### src/rtl/core/assert_macros.svh
`ifndef ASSERT_MACROS_SVH
`define ASSERT_MACROS_SVH

// Same-cycle implication, disabled while reset is asserted.
`define ASSERT_NOW(label, clk, rst_n, ante, cons, msg) \
  label: assert property (@(posedge clk) disable iff (!rst_n) (ante) |-> (cons)) \
    else $error(msg);

// Next-cycle implication, disabled while reset is asserted.
`define ASSERT_NEXT(label, clk, rst_n, ante, cons, msg) \
  label: assert property (@(posedge clk) disable iff (!rst_n) (ante) |=> (cons)) \
    else $error(msg);

`endif

### src/rtl/core/wgm_pkg.sv
`timescale 1ns / 1ps
`default_nettype none

package wgm_pkg;

  localparam int CFG_DATA_W = 64;
  localparam int CFG_INDEX_W = 3;
  localparam int LEN_W = 6;
  localparam int BYTE_W = 8;

  localparam logic [CFG_INDEX_W-1:0] REG_PATTERN_0 = 3'd0;
  localparam logic [CFG_INDEX_W-1:0] REG_PATTERN_LENGTH = 3'd4;

  localparam logic [BYTE_W-1:0] STAR_CHAR = 8'h2A;
  localparam logic [BYTE_W-1:0] ANY_CHAR = 8'h3F;

  typedef enum logic {
    OP_START = 1'b0,
    OP_BYTE  = 1'b1
  } wgm_op_t;

  // Broadcast to every cell of the row.
  typedef struct packed {
    logic              advance;
    wgm_op_t           op;
    logic [BYTE_W-1:0] text_byte;
  } wgm_cell_ctrl_t;

endpackage

`default_nettype wire

### src/rtl/core/wildcard_glob_matcher_unit.sv
// Streaming glob matcher: '*' matches any run of bytes, '?' any one byte, all
// other pattern bytes match themselves. A start request (op 0) resets the match
// row; a byte request (op 1) advances it by one text byte. Every request gives
// exactly one result, matched, true when the text since the last start matches
// the whole pattern. One request is taken per cycle unless in_stall is set; its
// result goes to the output register, or to the skid if that is stalled. The
// row is a chain of MAX_PATTERN cells, one per pattern position; the star
// closure ripples through the chain in the same cycle, so the chain length sets
// the clock path, not the rate. A two-entry output stage (register plus skid)
// keeps taking requests while one result waits; in_stall rises only when both
// entries hold results. Write the pattern only while no request is in flight.
`timescale 1ns / 1ps
`default_nettype none
`include "assert_macros.svh"

module wildcard_glob_matcher_unit
  import wgm_pkg::*;
#(
  parameter int MAX_PATTERN = 32
) (
  input  wire logic                   clk,
  input  wire logic                   rst_n,
  input  wire logic                   cfg_we,
  input  wire logic [CFG_INDEX_W-1:0] cfg_index,
  input  wire logic [CFG_DATA_W-1:0]  cfg_wdata,
  input  wire logic                   in_valid,
  output logic                        in_stall,
  input  wire logic                   in_op,
  input  wire logic [BYTE_W-1:0]      in_text_byte,
  output logic                        out_valid,
  input  wire logic                   out_stall,
  output logic                        out_matched
);

  localparam int LenIdxW = $clog2(MAX_PATTERN + 1);

  logic [BYTE_W-1:0]  pattern_r [MAX_PATTERN];
  logic [LEN_W-1:0]   len_r;
  logic [LenIdxW-1:0] eff_len;
  logic               row0_r;
  logic               row0_nxt;
  logic               accept;
  wgm_cell_ctrl_t     ctrl;
  logic [MAX_PATTERN:0] old_row;
  logic [MAX_PATTERN:0] new_row;
  logic               matched_nxt;

  // configuration registers
  for (genvar i = 0; i < MAX_PATTERN; i++) begin : g_pat
    localparam int WordSel = i / 8;
    localparam int ByteLsb = (i % 8) * BYTE_W;
    always_ff @(posedge clk) begin
      if (!rst_n) begin
        pattern_r[i] <= '0;
      end else if (cfg_we &&
                   cfg_index == (REG_PATTERN_0 + CFG_INDEX_W'(WordSel))) begin
        pattern_r[i] <= cfg_wdata[ByteLsb +: BYTE_W];
      end
    end
  end

  always_ff @(posedge clk) begin
    if (!rst_n) begin
      len_r <= '0;
    end else if (cfg_we && cfg_index == REG_PATTERN_LENGTH) begin
      len_r <= cfg_wdata[LEN_W-1:0];
    end
  end

  // saturate the length to the row size
  assign eff_len = (len_r > LEN_W'(MAX_PATTERN)) ? LenIdxW'(MAX_PATTERN)
                                                 : LenIdxW'(len_r);

  assign accept         = in_valid && !in_stall;
  assign ctrl.advance   = accept;
  assign ctrl.op        = wgm_op_t'(in_op);
  assign ctrl.text_byte = in_text_byte;

  // position zero: set on start, clear on any text byte
  assign row0_nxt   = (ctrl.op == OP_START);
  assign old_row[0] = row0_r;
  assign new_row[0] = row0_nxt;

  always_ff @(posedge clk) begin
    if (!rst_n) begin
      row0_r <= 1'b1;
    end else if (accept) begin
      row0_r <= row0_nxt;
    end
  end

  for (genvar j = 1; j <= MAX_PATTERN; j++) begin : g_cell
    wgm_cell u_cell (
      .clk      (clk),
      .rst_n    (rst_n),
      .ctrl     (ctrl),
      .pat_byte (pattern_r[j-1]),
      .in_use   (eff_len >= LenIdxW'(j)),
      .old_left (old_row[j-1]),
      .new_left (new_row[j-1]),
      .old_bit  (old_row[j]),
      .new_bit  (new_row[j])
    );
  end

  assign matched_nxt = new_row[eff_len];

  wgm_out_skid u_out (
    .clk          (clk),
    .rst_n        (rst_n),
    .push         (accept),
    .push_matched (matched_nxt),
    .full         (in_stall),
    .out_valid    (out_valid),
    .out_stall    (out_stall),
    .out_matched  (out_matched)
  );

  `ASSERT_NOW(a_skid_behind_main, clk, rst_n, in_stall, out_valid, "skid full with output empty")
  `ASSERT_NEXT(a_skid_fills, clk, rst_n, accept && out_valid && out_stall, in_stall, "result lost while output stalled")
  `ASSERT_NEXT(a_start_row0, clk, rst_n, accept && ctrl.op == OP_START, row0_r, "start did not set position zero")
  `ASSERT_NEXT(a_byte_row0, clk, rst_n, accept && ctrl.op == OP_BYTE, !row0_r, "text byte left position zero set")

endmodule

`default_nettype wire

### src/rtl/core/wgm_cell.sv
`timescale 1ns / 1ps
`default_nettype none

module wgm_cell
  import wgm_pkg::*;
(
  input  wire logic              clk,
  input  wire logic              rst_n,
  input  wire wgm_cell_ctrl_t    ctrl,
  input  wire logic [BYTE_W-1:0] pat_byte,
  input  wire logic              in_use,
  input  wire logic              old_left,
  input  wire logic              new_left,
  output logic                   old_bit,
  output logic                   new_bit
);

  logic bit_r;
  logic bit_nxt;
  logic is_star;
  logic is_hit;

  assign is_star = (pat_byte == STAR_CHAR);
  assign is_hit  = (pat_byte == ANY_CHAR) || (pat_byte == ctrl.text_byte);

  always_comb begin
    bit_nxt = 1'b0;
    if (in_use) begin
      case (ctrl.op)
        OP_START: begin
          // close over leading stars
          bit_nxt = is_star && new_left;
        end
        OP_BYTE: begin
          if (is_star) begin
            bit_nxt = new_left || bit_r;
          end else if (is_hit) begin
            bit_nxt = old_left;
          end
        end
        default: begin
          bit_nxt = 1'b0;
        end
      endcase
    end
  end

  always_ff @(posedge clk) begin
    if (!rst_n) begin
      bit_r <= 1'b0;
    end else if (ctrl.advance) begin
      bit_r <= bit_nxt;
    end
  end

  assign old_bit = bit_r;
  assign new_bit = bit_nxt;

endmodule

`default_nettype wire

### src/rtl/core/wgm_out_skid.sv
`timescale 1ns / 1ps
`default_nettype none

module wgm_out_skid
  import wgm_pkg::*;
(
  input  wire logic clk,
  input  wire logic rst_n,
  input  wire logic push,
  input  wire logic push_matched,
  output logic      full,
  output logic      out_valid,
  input  wire logic out_stall,
  output logic      out_matched
);

  logic main_valid_r;
  logic main_data_r;
  logic skid_valid_r;
  logic skid_data_r;
  logic take;

  assign take = main_valid_r && !out_stall;

  always_ff @(posedge clk) begin
    if (!rst_n) begin
      main_valid_r <= 1'b0;
      skid_valid_r <= 1'b0;
    end else if (skid_valid_r) begin
      // drain the skid entry into the output register
      if (take) begin
        main_valid_r <= 1'b1;
        skid_valid_r <= 1'b0;
      end
    end else if (push) begin
      if (!main_valid_r || take) begin
        main_valid_r <= 1'b1;
      end else begin
        skid_valid_r <= 1'b1;
      end
    end else if (take) begin
      main_valid_r <= 1'b0;
    end
  end

  always_ff @(posedge clk) begin
    if (skid_valid_r) begin
      if (take) begin
        main_data_r <= skid_data_r;
      end
    end else if (push) begin
      if (!main_valid_r || take) begin
        main_data_r <= push_matched;
      end else begin
        skid_data_r <= push_matched;
      end
    end
  end

  assign full        = skid_valid_r;
  assign out_valid   = main_valid_r;
  assign out_matched = main_data_r;

endmodule

`default_nettype wire

### config.mk
export PLATFORM = sky130hd
export DESIGN_NAME = wildcard_glob_matcher_unit
export DESIGN_NICKNAME = d
export VERILOG_FILES = /design/src/rtl/core/wgm_pkg.sv /design/src/rtl/core/wildcard_glob_matcher_unit.sv /design/src/rtl/core/wgm_cell.sv /design/src/rtl/core/wgm_out_skid.sv
export VERILOG_INCLUDE_DIRS = /design/src /design/src/rtl/core
export SDC_FILE = /design/constraint.sdc
export NUM_CORES = 1
export LEC_CHECK = 0
export BUFFER_PORTS_ARGS = -buffer_cell sky130_fd_sc_hd__buf_2
export CAP_MARGIN = 30
export CORE_MARGIN = 8
export CORE_UTILIZATION = 56
export CTS_CLUSTER_SIZE = 14
export DETAILED_ROUTE_END_ITERATION = 10
export PLACE_DENSITY = 0.78
export SYNTH_ARGS = -nofsm -noshare
export SYNTH_HDL_FRONTEND = slang
export SYNTH_HIERARCHICAL = 1
export SYNTH_SLANG_ARGS = --single-unit
### constraint.sdc
create_clock -name clk -period 32.7 [get_ports clk]
set_input_delay 3.27 -clock clk [delete_from_list [all_inputs] [get_ports clk]]
set_output_delay 3.27 -clock clk [all_outputs]
set_load 0.01 [all_outputs]
After elaboration in Yosys (flattened, before gate mapping)

Memory sizes are Yosys's and may differ from the RTL's.
Index checks and enable logic that the tools add are counted.

Order comparisons: 34
Equality and inequality tests: 102
Muxes and demuxes: 189
Bitwise logic cells: 35
Reductions and logical operators: 114

Operator list:

| kind                 | number |
|---|---|
| $eq A8 B6 Y1 const B | 64 |
| $eq A8 B8 Y1         | 32 |
| $mux W8              | 32 |
| $mux W1              | 123 |
| $ge A6 B5 Y1 const B | 16 |
| $logic_or A1 B1 Y1   | 65 |
| $pmux W1 S2          | 32 |
| $ge A6 B4 Y1 const B | 8 |
| $logic_and A1 B1 Y1  | 39 |
| $or A1 B1 Y1         | 32 |
| $ge A6 B3 Y1 const B | 4 |
| $ge A6 B2 Y1 const B | 2 |
| $reduce_and A3 Y1    | 3 |
| $lt A6 B7 Y1 const B | 1 |
| $bmux W1 S6          | 1 |
| $eq A3 B2 Y1 const B | 2 |
| $ge A6 B1 Y1 const B | 1 |
| $ge A6 B6 Y1 const B | 1 |
| $gt A6 B6 Y1 const B | 1 |
| $mux W6              | 1 |
| $reduce_bool A2 Y1   | 3 |
| $eq A3 B1 Y1 const B | 1 |
| $eq A3 B3 Y1 const B | 1 |
| $logic_not A1 Y1     | 3 |
| other kinds (4)      | 6 |

Flip-flop bits (word level): 43
Bits in writable memories: 256
Bits of input ports: 81
Output and inout bits: 3
Logic and storage cells: 513
Memories kept: 1

Memories:

| memory    | words | bits a word | read ports | clocked after Yosys merged registers in | wr ports | RTL line                         | source |
|---|---|---|---|---|---|---|---|
| pattern_r | 32    | 8           | 32         | 0                                       | 32       | wildcard_glob_matcher_unit.sv:37 | `logic [BYTE_W-1:0] pattern_r [MAX_PATTERN];` |

Longest topological paths before layout

Depth after elaboration: 135
Mapped depth: 104
Gate-level depth less buffers: 103

Hierarchy

Netlist, hierarchy kept.

Modules (own cells, without submodules):

| module                     | instances | cells each | area an instance (sq um) | seq. area each (sq um) |
|---|---|---|---|---|
| wildcard_glob_matcher_unit | 1         | 672        | 10333.7                  | 7827.5 |
| wgm_cell                   | 32        | 25         | 211.5                    | 20.0 |
| wgm_out_skid               | 1         | 15         | 180.2                    | 100.1 |

Worst setup path before layout

OpenSTA, ideal clock, no wires.

Path type: input -> register
Start: input port in_text_byte[6]
End: register u_out.main_data_r, in the netlist u_out/out_matched, data pin
Setup time: 0.130 ns
Arrival time: 22.465 ns
Required time: 32.570 ns
Setup slack: 10.104 ns
Cell stages on the path: 99
Buffers on the path: 0
Cell sequence: xor2_1 nor4_1 a21oi_1 nor3_1 nor2_1 mux2_4 nor3_1 nor2_1 mux2_4 nor3_1 nor2_1 mux2_4 nor3_1 nor2_1 mux2_4 nor3_1 nor2_1 mux2_4 [... 63 more ...] nor3_1 nor2_1 mux2_4 nor3_1 nor2_1 mux2_4 nor3_1 nor2_1 mux2_4 nor3_1 nor2_1 mux2_4 nor3_1 nor2_1 mux2_4 nor3_1 a221o_1 mux2_1

Word-level cells in the longest chain between the ends: 135
Elaborated cells on any way between the ends: 259
Classes of those cells: eq/ne: 32; mux: 133; reduce/logical: 94

Ends and longest elaborated chain:

| item                              | RTL line                          | source |
|---|---|---|
| start, declared                   | wildcard_glob_matcher_unit.sv:29  | `input wire logic [BYTE_W-1:0] in_text_byte,` |
| $eq A8 B8 Y1 (*)                  | wgm_cell.sv:24                    | `assign is_hit = (pat_byte == ANY_CHAR) \|\| (pat_byte == ctrl.text_byte);` |
| $logic_or A1 B1 Y1 (*)            | wgm_cell.sv:24                    |  |
| $mux W1 (*)                       | wgm_cell.sv:37                    | `end else if (is_hit) begin` |
| $mux W1 (*)                       | wgm_cell.sv:35                    | `if (is_star) begin` |
| $pmux W1 S2 (*)                   | wgm_cell.sv:29                    | `case (ctrl.op)` |
| $mux W1 (*)                       | wgm_cell.sv:28                    | `if (in_use) begin` |
| via new_row[1]                    | wildcard_glob_matcher_unit.sv:45  | `logic [MAX_PATTERN:0] new_row;` |
| $logic_or A1 B1 Y1                | wgm_cell.sv:36                    | `bit_nxt = new_left \|\| bit_r;` |
| [... 3 more ...]                  | --                                |  |
| via new_row[2]                    | wildcard_glob_matcher_unit.sv:45  |  |
| [... 4 more ...]                  | --                                |  |
| via new_row[3]                    | wildcard_glob_matcher_unit.sv:45  |  |
| [... 4 more ...]                  | --                                |  |
| via new_row[4]                    | wildcard_glob_matcher_unit.sv:45  |  |
| [... 4 more ...]                  | --                                |  |
| via new_row[5]                    | wildcard_glob_matcher_unit.sv:45  |  |
| [... 4 more ...]                  | --                                |  |
| via new_row[6]                    | wildcard_glob_matcher_unit.sv:45  |  |
| [... 4 more ...]                  | --                                |  |
| via new_row[7]                    | wildcard_glob_matcher_unit.sv:45  |  |
| [... 4 more ...]                  | --                                |  |
| via new_row[8]                    | wildcard_glob_matcher_unit.sv:45  |  |
| [... 4 more ...]                  | --                                |  |
| via new_row[9]                    | wildcard_glob_matcher_unit.sv:45  |  |
| [... 4 more ...]                  | --                                |  |
| via new_row[10]                   | wildcard_glob_matcher_unit.sv:45  |  |
| [... 4 more ...]                  | --                                |  |
| via new_row[11]                   | wildcard_glob_matcher_unit.sv:45  |  |
| [... 4 more ...]                  | --                                |  |
| via new_row[12]                   | wildcard_glob_matcher_unit.sv:45  |  |
| [... 4 more ...]                  | --                                |  |
| via new_row[13]                   | wildcard_glob_matcher_unit.sv:45  |  |
| [... 4 more ...]                  | --                                |  |
| via new_row[14]                   | wildcard_glob_matcher_unit.sv:45  |  |
| [... 4 more ...]                  | --                                |  |
| via new_row[15]                   | wildcard_glob_matcher_unit.sv:45  |  |
| [... 4 more ...]                  | --                                |  |
| via new_row[16]                   | wildcard_glob_matcher_unit.sv:45  |  |
| [... 4 more ...]                  | --                                |  |
| via new_row[17]                   | wildcard_glob_matcher_unit.sv:45  |  |
| [... 4 more ...]                  | --                                |  |
| via new_row[18]                   | wildcard_glob_matcher_unit.sv:45  |  |
| [... 4 more ...]                  | --                                |  |
| via new_row[19]                   | wildcard_glob_matcher_unit.sv:45  |  |
| [... 4 more ...]                  | --                                |  |
| via new_row[20]                   | wildcard_glob_matcher_unit.sv:45  |  |
| [... 4 more ...]                  | --                                |  |
| via new_row[21]                   | wildcard_glob_matcher_unit.sv:45  |  |
| [... 4 more ...]                  | --                                |  |
| via new_row[22]                   | wildcard_glob_matcher_unit.sv:45  |  |
| [... 4 more ...]                  | --                                |  |
| via new_row[23]                   | wildcard_glob_matcher_unit.sv:45  |  |
| [... 4 more ...]                  | --                                |  |
| via new_row[24]                   | wildcard_glob_matcher_unit.sv:45  |  |
| [... 4 more ...]                  | --                                |  |
| via new_row[25]                   | wildcard_glob_matcher_unit.sv:45  |  |
| [... 4 more ...]                  | --                                |  |
| via new_row[26]                   | wildcard_glob_matcher_unit.sv:45  |  |
| [... 4 more ...]                  | --                                |  |
| via new_row[27]                   | wildcard_glob_matcher_unit.sv:45  |  |
| [... 4 more ...]                  | --                                |  |
| via new_row[28]                   | wildcard_glob_matcher_unit.sv:45  |  |
| [... 4 more ...]                  | --                                |  |
| via new_row[29]                   | wildcard_glob_matcher_unit.sv:45  |  |
| [... 4 more ...]                  | --                                |  |
| via new_row[30]                   | wildcard_glob_matcher_unit.sv:45  |  |
| [... 4 more ...]                  | --                                |  |
| via new_row[31]                   | wildcard_glob_matcher_unit.sv:45  |  |
| [... 3 more ...]                  | --                                |  |
| $mux W1 (*)                       | wgm_cell.sv:28                    |  |
| via new_row[32]                   | wildcard_glob_matcher_unit.sv:45  |  |
| $bmux W1 S6 (*)                   | wildcard_glob_matcher_unit.sv:106 | `assign matched_nxt = new_row[eff_len];` |
| $mux W1 (not written as such) (*) | wildcard_glob_matcher_unit.sv:106 |  |
| via matched_nxt                   | wildcard_glob_matcher_unit.sv:46  | `logic matched_nxt;` |
| $mux W1 (*)                       | wgm_out_skid.sv:52                | `if (!main_valid_r \|\| take) begin` |
| $mux W1 (*)                       | wgm_out_skid.sv:51                | `end else if (push) begin` |
| $mux W1 (*)                       | wgm_out_skid.sv:47                | `if (skid_valid_r) begin` |
| end signal, assigned              | wgm_out_skid.sv:49                | `main_data_r <= skid_data_r;` |
| end signal, assigned              | wgm_out_skid.sv:53                | `main_data_r <= push_matched;` |
| end, declared                     | wgm_out_skid.sv:18                | `logic main_data_r;` |

Mark *: on every way through the listed nets, which the timed path passes. The rest lies on a longest branch. The select of a mux whose other input is x is not followed.
A chain may end at the register's enable or synchronous reset.

Final worst setup path

Ends and elaborated chain as after synthesis.

==> results.py <==
metrics = {
    "finish": {
        "nets": 1680,
        "layout-drive-gt1-share_pct": 16.5,
        "synthToLayoutAreaGrowth_pct": 12.0,
        "final_cells": 2019,
        "diodes": 0,
        "n_fill_cell": 2403,
    },
    "clocking": {
        "ctsResizeCount": 0,
        "insertion_delay_ns": 0.56,
        "cts_buffers": 31,
        "cts_root_buffer": "clkbuf_16",
        "ctsHoldBuffers": 0,
        "clock_path_buffers": 3,
        "clk_transition_reported_paths_ns": 0.06,
        "h-tree-depth": 1,
        "post-cts-setup-buffer-count": 0,
        "clock_sinks": 299,
        "cts_tree": "yes",
    },
    "min_path": {
        "hold_path.class": "reg -> reg",
    },
    "yosys": {
        "async_flop_share_pct": 0,
        "synth_edf_count": 258,
        "synth_nets": 1568,
        "synth.most_common_cell": "edfxtp_1",
        "netlist_top_cells_count": "edfxtp_1 (258), and2_1 (256), xor2_1 (256)",
        "synth_area_um2": 17300,
        "synthDistinctLibCells": 42,
        "synth_top_cell_by_area": "edfxtp_1",
        "ys_ff_latch": 299,
        "syn_area_per_cell_um2": 11.6,
        "synth-seq-area-share_pct": 49.6,
        "synthCells": 1487,
        "synth.top_cell.area_share_pct": 44.8,
        "synth_top_flop_cell": "edfxtp_1",
        "ys.warnings.count": 6,
        "yosys-top-cells-area": "edfxtp_1 (45%), xor2_1 (13%), and2_1 (9.3%)",
    },
    "detailed_routing": {
        "wl_per_cell_um": 22.0,
        "drc": 0,
        "drt-initial-drc-count": 1213,
        "dr.pass1.iters": 5,
        "routed_wl_um": 44400,
        "antenna_left": 0,
        "vias": 12200,
        "vias_per_cell": 6.05,
    },
    "power": {
        "ir_drop_mv": 0.0383,
        "cellPowerDensity_nw_per_um2": 45.3,
        "p_leak_nw": 7.72,
    },
    "floorplanning": {
        "rows": 64,
        "io_pins": 84,
        "die_area_um2": 36700,
        "initial_core_util_pct": 56.6,
        "die_x_um": 192,
        "core_region_area_um2": 30500,
        "die_h_um": 192,
    },
    "critical_path": {
        "crit_fanout": 19,
        "worst-path-buf-inv": 2,
        "required_ns": 33.12,
        "cpMaxStageDelayCell": "nor3_1",
        "startpoint_type": "input port",
        "critPathKind": "in -> reg",
        "max_stage_delay_ns": 0.48,
        "cpMostUsedCell": "nor3_1",
        "path_delay_family": "simple AND/OR/NAND/NOR gates",
        "endpoint_kind": "register",
        "worst-endpoint-arrival_ns": 26.55,
    },
    "grt": {
        "overflow": 0,
        "grt_pass1_vias": 12200,
        "antenna_found_initial": 1,
        "grt_start_max_net_pins": 79,
        "grt_pass1_wl_um": 67500,
        "grt.total_usage_pct": 23.7,
    },
    "job": {
        "cap_violations": 0,
    },
    "sta": {
        "hold_slack_ns": 0.482,
        "period_share_pct": 79.9,
        "setup_viol": 0,
        "fmax_ghz": 0.0383,
        "period_minus_slack_ns": 26.12,
        "rsz0062_at_grt": "no",
        "max_slew.worst_pin.slew_ns": 0.898,
        "fin_skew_ns": 0.0123,
        "hold_violations": 0,
        "setup_tns_ns": 0,
        "maxSlewHeadroom_pct": 40.1,
        "maxSlewViolCount": 0,
    },
    "placement": {
        "dp.cells": 1961,
        "dp_hpwl_um": 30100,
        "gp_congestion": 0.899,
        "portBuffers": 83,
    },
    "run_status": {
        "status": "finished, final reports clean",
    },
}
==> registers in the layout, summed over array words and instances, names as in the netlist <==
| register | flops |
|---|---|
| g_cell.u_cell/old_bit | 32 |
| len_r | 6 |
| pattern_r | 256 |
| row0_r | 1 |
| u_out/full | 1 |
| u_out/out_matched | 1 |
| u_out/out_valid | 1 |
| u_out/skid_data_r | 1 |
==> logic make-up (layout without fill, tap and decap cells) <==
logic type,after synthesis,count (layout),synth area share [%]
simple gates,664,664,23.9
xor+xnor,256,256,13.0
mux,52,52,4.17
flops,299,299,49.6
compound gates,173,173,8.38
buf+inv,43,179,0.956
==> power breakdown <==
| group | total (W) | leakage [nW] | switching [W] | internal [W] |
|---|---|---|---|---|
| sequential | 0.000457 | 2.82 | 0.0000194 | 0.000438 |
| combinational | 0.0000871 | 4.44 | 0.0000540 | 0.0000330 |
| clock | 0.000332 | 0.457 | 0.000143 | 0.000189 |
| total | 0.000877 | 7.72 | 0.000216 | 0.000660 |
==> worst paths after layout <==
| kind | from | end | slack (ns) | depth (start not counted) |
|---|---|---|---|---|
| max | in_text_byte[6] | u_out/out_matched | 6.58 | 101 |
| min | row0_r | row0_r | 0.48 | 2 |
| max reg2reg | len_r[5] | u_out/out_matched | 8.74 | 103 |
| min reg2reg | row0_r | row0_r | 0.48 | 2 |
==> worst min-delay path: stages, from the launching register on <==
cell,delay [ns]
dfxtp_1,0.33
mux2i_1,0.07
nand2_1,0.06
==> layout make-up <==
| cell class | count | area [µm²] | share of cell area [%] |
|---|---|---|---|
| clock inverter | 11 | 85.1 | 0.439 |
| timing repair buffer | 113 | 686 | 3.54 |
| sequential | 299 | 8570 | 44.3 |
| multi-input combinational | 1145 | 8630 | 44.6 |
| clock buffer | 46 | 862 | 4.45 |
| inverter | 9 | 33.8 | 0.174 |
| tap | 396 | 495 | 2.56 |
==> metal layers <==
metal / part of all wire [%] / track usage [%] / vias up
met1: 42 / 29.7 / 6012
met4: 3.7 / 9.18 / 2
met5: 0.027 / 0 / -
met3: 6.1 / 3.67 / 122
met2: 49 / 40.6 / 418
li1: - / - / 5667
==> per-stage QoR <==
step	worst slack [ns]	power, W	util, %	cell area, µm²
4_1_cts	6.94	0.000880	63.4	19300
5_1_grt	4.97	0.000904	63.5	19400
3_5_place_dp	6.54	0.000551	60.3	18400
6_report	6.58	0.000877	63.5	19400
2_1_floorplan	10.10	0.000511	-	17300
3_3_place_gp	7.44	0.000547	60.1	18300
==> layout by cell type, fill, tap and decap left out, types with 33 or more instances in the layout <==
cell and instances:
and2_1 256, o21ai_0 51, xor2_1 256, a21oi_1 36, dfxtp_1 41, nand2_1 83, edfxtp_1 258, nor3_2 34
nor3_1 35, nor4_1 65, buf_2 83, nand3_1 34, nand3b_1 33, nor2_1 39
(Power assumes the default switching activity.)
